**src/design/rle565_pkg.sv**
```systemverilog
// ----------------------------------------------------------------------------
// rle565_pkg
// shared types and constants for the rgb565 run-length encoder
// ----------------------------------------------------------------------------
package rle565_pkg;

   localparam int unsigned RUN_MAX_VAL = 255;
   localparam logic [7:0]  RUN_MAX     = 8'(RUN_MAX_VAL);

   localparam int unsigned Q_DEPTH   = 4;
   localparam int unsigned Q_PTR_W   = $clog2(Q_DEPTH);
   localparam int unsigned Q_CNT_W   = $clog2(Q_DEPTH + 1);

   typedef struct packed {
      logic [7:0] chan_first;
      logic [7:0] chan_second;
      logic [7:0] chan_third;
      logic       frame_end;
   } req_type;

   typedef struct packed {
      logic [7:0] run_length;
      logic [7:0] color_high;
      logic [7:0] color_low;
      logic       closes_frame;
      logic       last_result;
   } rsp_type;

   function automatic logic [15:0] pack565(input logic [7:0] a, input logic [7:0] b,
                                           input logic [7:0] c);
      pack565 = {a[7:3], b[7:2], c[7:3]};
   endfunction

endpackage

```
**src/design/rgb565_run_length_encoder_core.sv**
```systemverilog
// ----------------------------------------------------------------------------
// rgb565_run_length_encoder_core
// packs pixels to rgb565 and emits run-length records of count and color
// ----------------------------------------------------------------------------
// One pixel item is accepted per clock while req_ready is high. Each accepted
// item is resolved in the same cycle against the held run color and count,
// and the zero, one or two records it closes are written into a four-entry
// result queue, whose registered count drives rsp_valid. req_ready is high while
// the queue has at least two free entries, so with the result side taking one
// record per cycle the block sustains one pixel per cycle; a pixel that both
// changes color and ends a frame adds two records and can slow the input to
// the output rate of one record per cycle. No clearing pass follows reset.
module rgb565_run_length_encoder_core (
   input  logic                clock,
   input  logic                reset,
   input  logic                req_valid,
   output logic                req_ready,
   input  rle565_pkg::req_type req_data,
   output logic                rsp_valid,
   input  logic                rsp_ready,
   output rle565_pkg::rsp_type rsp_data
);

   logic [15:0] held_color_ff, held_color_in;
   logic [7:0]  run_count_ff, run_count_in;

   rle565_pkg::rsp_type             queue_ff [rle565_pkg::Q_DEPTH];
   logic [rle565_pkg::Q_PTR_W-1:0]  wr_ptr_ff, wr_ptr_in;
   logic [rle565_pkg::Q_PTR_W-1:0]  rd_ptr_ff, rd_ptr_in;
   logic [rle565_pkg::Q_CNT_W-1:0]  count_ff, count_in;

   logic [15:0] pix_color;
   logic [15:0] run_color;
   logic        accept;
   logic        pop;
   logic        brk;
   logic        push_break;
   logic        push_end;
   logic [rle565_pkg::Q_CNT_W-1:0] push_cnt;
   logic [7:0]  next_count;
   logic [rle565_pkg::Q_PTR_W-1:0] end_ptr;
   rle565_pkg::rsp_type rec_break;
   rle565_pkg::rsp_type rec_end;

   assign req_ready = (count_ff <= rle565_pkg::Q_CNT_W'(rle565_pkg::Q_DEPTH - 2));
   assign accept    = req_valid & req_ready;
   assign rsp_valid = (count_ff != '0);
   assign pop       = rsp_valid & rsp_ready;
   assign rsp_data  = queue_ff[rd_ptr_ff];

   always_comb begin
      pix_color  = rle565_pkg::pack565(req_data.chan_first, req_data.chan_second,
                                       req_data.chan_third);
      run_color  = (run_count_ff == '0) ? pix_color : held_color_ff;
      brk        = (run_color != pix_color) || (run_count_ff == rle565_pkg::RUN_MAX);
      next_count = brk ? 8'd1 : run_count_ff + 8'd1;
      push_break = accept & brk;
      push_end   = accept & req_data.frame_end;
      push_cnt   = rle565_pkg::Q_CNT_W'(push_break) + rle565_pkg::Q_CNT_W'(push_end);
      end_ptr    = push_break ? wr_ptr_ff + 1'b1 : wr_ptr_ff;

      rec_break.run_length   = run_count_ff;
      rec_break.color_high   = run_color[15:8];
      rec_break.color_low    = run_color[7:0];
      rec_break.closes_frame = 1'b0;
      rec_break.last_result  = ~req_data.frame_end;

      rec_end.run_length     = next_count;
      rec_end.color_high     = pix_color[15:8];
      rec_end.color_low      = pix_color[7:0];
      rec_end.closes_frame   = 1'b1;
      rec_end.last_result    = 1'b1;

      held_color_in = accept ? pix_color : held_color_ff;
      run_count_in  = run_count_ff;
      if (accept) begin
         run_count_in = req_data.frame_end ? 8'd0 : next_count;
      end

      wr_ptr_in = wr_ptr_ff + rle565_pkg::Q_PTR_W'(push_cnt);
      rd_ptr_in = rd_ptr_ff + rle565_pkg::Q_PTR_W'(pop);
      count_in  = count_ff + push_cnt - rle565_pkg::Q_CNT_W'(pop);
   end

   always_ff @(posedge clock) begin
      if (reset) begin
         held_color_ff <= '0;
         run_count_ff  <= '0;
         wr_ptr_ff     <= '0;
         rd_ptr_ff     <= '0;
         count_ff      <= '0;
      end else begin
         held_color_ff <= held_color_in;
         run_count_ff  <= run_count_in;
         wr_ptr_ff     <= wr_ptr_in;
         rd_ptr_ff     <= rd_ptr_in;
         count_ff      <= count_in;
      end
   end

   always_ff @(posedge clock) begin
      if (push_break) begin
         queue_ff[wr_ptr_ff] <= rec_break;
      end
      if (push_end) begin
         queue_ff[end_ptr] <= rec_end;
      end
   end

endmodule

```
**config.mk**
```make
export PLATFORM = sky130hd
export DESIGN_NAME = rgb565_run_length_encoder_core
export DESIGN_NICKNAME = d
export VERILOG_FILES = /design/src/design/rle565_pkg.sv /design/src/design/rgb565_run_length_encoder_core.sv
export SDC_FILE = /design/constraint.sdc
export NUM_CORES = 1
export LEC_CHECK = 0
export BUFFER_PORTS_ARGS = -buffer_cell sky130_fd_sc_hd__buf_2
export CORE_ASPECT_RATIO = 0.5
export CORE_MARGIN = 3
export CORE_UTILIZATION = 35
export CTS_CLUSTER_DIAMETER = 80
export CTS_CLUSTER_SIZE = 20
export DETAILED_ROUTE_END_ITERATION = 10
export GPL_ROUTABILITY_DRIVEN = 0
export GPL_TIMING_DRIVEN = 1
export PLACE_DENSITY_LB_ADDON = 0.2
export SYNTH_ARGS = -nofsm -noshare
export SYNTH_HDL_FRONTEND = slang
export SYNTH_SLANG_ARGS = --single-unit
```
**constraint.sdc**
```tcl
create_clock -name clock -period 5.35 [get_ports clock]
set_input_delay 0.535 -clock clock [delete_from_list [all_inputs] [get_ports clock]]
set_output_delay 0.535 -clock clock [all_outputs]
set_load 0.01 [all_outputs]
```
==> reports/results.txt <==
Via density - 5.86
clk buf depth - 2
Post-Synthesis Cells - 652
Final Power - 3.67 mW
DP HPWL - 12900 um
crit path launch type - register
routed wire length - 21400 um
post-synthesis cell type count - 55
Slew Limit Fails - 0
GRT busiest layer - met2
GR Util met3 - 3.33%
leading cell type in the layout, fill and taps excluded - edfxtp_1
total core area - 0.0200 mm2
yosys warns - 0
pwr/cell area - 435 mW/mm2
syn_area_per_cell - 11.2 um2
first-pass GRT wire length - 33100 um
RSZ-0062 raised after global routing - false
Pleak - 3.47 nW
ys flop type - edfxtp_1
share of cells above drive strength 1 - 20.5%
H-tree levels - 4
Post-synth ARST share - 0%
CP Class - reg2reg
Layout Nets - 725
critical path data required time - 5630 ps
FF-to-FF setup slack - 1380 ps
drt pass-1 iters - 5
Reg clk slew, reported paths - 60 ps
die area - 0.0228 mm2
outcome - complete, no violations
Setup crit start - run_count_ff[0]$_SDFFE_PP0P_
Fin Setup TNS - 0 ps
fmax - 252 MHz
routed len/inst - 22.3 um
Worst Path Arrival - 4250 ps
DRC - 0
GRT met1 Usage - 27.6%
endpoints failing setup - 0
Area Growth Syn to Fin - 15.0%
r2r endpoint - count_ff[2]$_SDFF_PP0_
Critical Path End - count_ff[2]$_SDFF_PP0_
cts bufs inserted - 17
hold crit path type - in2reg
Ports - 57
Iter 0 DRT Violations - 474
Fin. Hold Viols - 0
Least-Margin Pin Slew - 1320 ps
VDD IR max - 0.264 mV
CTS tree - done
max_slew headroom - 11.4%
Critical Path Fanout Max - 19
Tmin final - 3970 ps
Seq/Total Area, Yosys - 50.0%
largest net degree at the start of global routing - 78
Post-synth EDFFs - 96
Die Wd - 211 um
DR vias - 5640
Cell Area, Synth - 0.00733 mm2
PostCTS Resize Cnt - 0
syn nets - 694
worst hold slack - 413 ps
worst hold path startpoint - req_data[12]
reg2reg start - run_count_ff[0]$_SDFFE_PP0P_
Tcrit/Tclk final - 74.2%
antenna cells - 0
commonest non-fill, non-tap cells in the layout - edfxtp_1 (96), a21o_1 (86), nor4_1 (67), nand2_1 (60), buf_2 (48)
Hold Buf Count CTS - 0
PortBufs - 48
vias in the first global route - 5560
register bit total from synthesis - 135
FP Rows - 36
clock sinks - 135
antenna viol nets, final - 0
Initial Utilization - 36.6%
setup bufs post-CTS - 0
initial antenna violation count - 1
Critical Path End Type - register
grt total ovfl - 0
Clock Skews - 10.3 ps
Worst R2R Path Depth - 16
Skew-Pair Late Insertion Delay - 420 ps
Die H - 108 um
met2 Use GR - 30.3%
Max Cap Violations - 0
gr usage total - 19.2%
CTS root buffer - clkbuf_16
[registers in the layout, indices dropped and copies added, names as in the netlist]
register,cells
count_ff,3
held_color_ff,16
queue_ff,104
rd_ptr_ff,2
run_count_ff,8
wr_ptr_ff,2
[worst min path at each step]
stage / slack, ps / end / cells past startpoint
6_report: 410 / held_color_ff[6]$_SDFFE_PP0P_ / 3
5_1_grt: 420 / held_color_ff[3]$_SDFFE_PP0P_ / 3
4_1_cts: 410 / held_color_ff[9]$_SDFFE_PP0P_ / 3
3_5_place_dp: 440 / queue_ff[0][1]$_SDFFE_PP1N_ / 1
3_3_place_gp: 430 / queue_ff[0][1]$_SDFFE_PP1N_ / 1
2_1_floorplan: 420 / queue_ff[3][1]$_SDFFE_PP1N_ / 1
[report_power, final]
part	internal [mW]	switching [mW]	total, mW	leakage, nW
logic	0.417	0.665	1.08	1.96
registers	1.28	0.0912	1.37	1.22
clock network	0.741	0.472	1.21	0.292
total	2.44	1.23	3.67	3.47
[per-stage QoR]
| stage | util (%) | area, um2 | cells | setup slack [ps] |
|---|---|---|---|---|
| finish | 42.2 | 8430 | 962 | 1380 |
| global route | 42.2 | 8430 | 962 | 1090 |
| CTS | 42.2 | 8430 | 962 | 1380 |
| detailed placement | 39.1 | 7830 | 930 | 1210 |
| global placement | 39.1 | 7830 | 930 | 1230 |
| floorplan | - | 7330 | 652 | 1480 |
[layout make-up]
type | count | area [um2]
flip-flops and latches | 135 | 3660
inverters | 11 | 41.3
multi-input cells | 448 | 3380
repair buffers | 70 | 405
fillers | 1911 | 11600
clock buffers | 19 | 433
clock inverters | 13 | 173
well taps | 266 | 333
[critical path, cell delays in order (launching register included)]
cell and delay (ps):
dfxtp_1 410, ha_1 290, and3_4 210, and3_4 210, a311o_1 400, o21ai_4 600
nor2_1 120, ha_1 330, inv_1 50, ha_1 260, inv_1 50, ha_1 120
inv_1 50, fa_1 380, xnor2_1 180, xnor2_1 130, nor2_1 50
[cells in the mapped netlist, types with 2 or more instances]
cell       n  area [um2]
edfxtp_1  96        2880
a21o_1    86         646
nor4_1    67         419
nand2_1   60         225
a21oi_1   46         230
dfxtp_1   39         781
clkbuf_1  32         120
mux4_2    26         586
o21ai_0   16        80.1
xnor2_1   15         131
nor2_1    14        52.6
buf_2     13        65.1
ha_1      12         150
inv_1     11        41.3
nand2b_1  11        68.8
nand3_1    9        45.0
or4_1      8        60.1
o211ai_1   7        52.6
buf_4      6        45.0
xor2_1     6        52.6
and3_1     5        31.3
nand4_1    5        31.3
nor3_1     5        25.0
a22o_1     4        35.0
buf_6      4        45.0
a211oi_1   3        22.5
and2_1     3        18.8
buf_1      3        11.3
nor2b_1    3        18.8
o21ai_2    3        26.3
a21boi_0   2        15.0
a31o_2     2        17.5
a31oi_1    2        12.5
a41oi_1    2        17.5
and3_4     2        22.5
o311ai_0   2        17.5
o31ai_1    2        15.0
o32ai_1    2        17.5
or3_1      2        12.5
[routing by layer]
| metal | routed length (um) | vias up |
|---|---|---|
| li1 | - | 2611 |
| met1 | 10300 | 2823 |
| met2 | 9660 | 181 |
| met3 | 1230 | 23 |
| met4 | 255 | 2 |
| met5 | 13 | - |
[cells by family after synthesis]
logic type / synth area share, %
AOI/OAI and AO/OA: 18.0
muxes: 7.99
xor gates and xnor gates: 2.51
DFF: 50.0
and+or+nand+nor: 14.7
buffers and inverters: 4.47
adders and majority gates: 2.32
(Power assumes the default switching activity.)
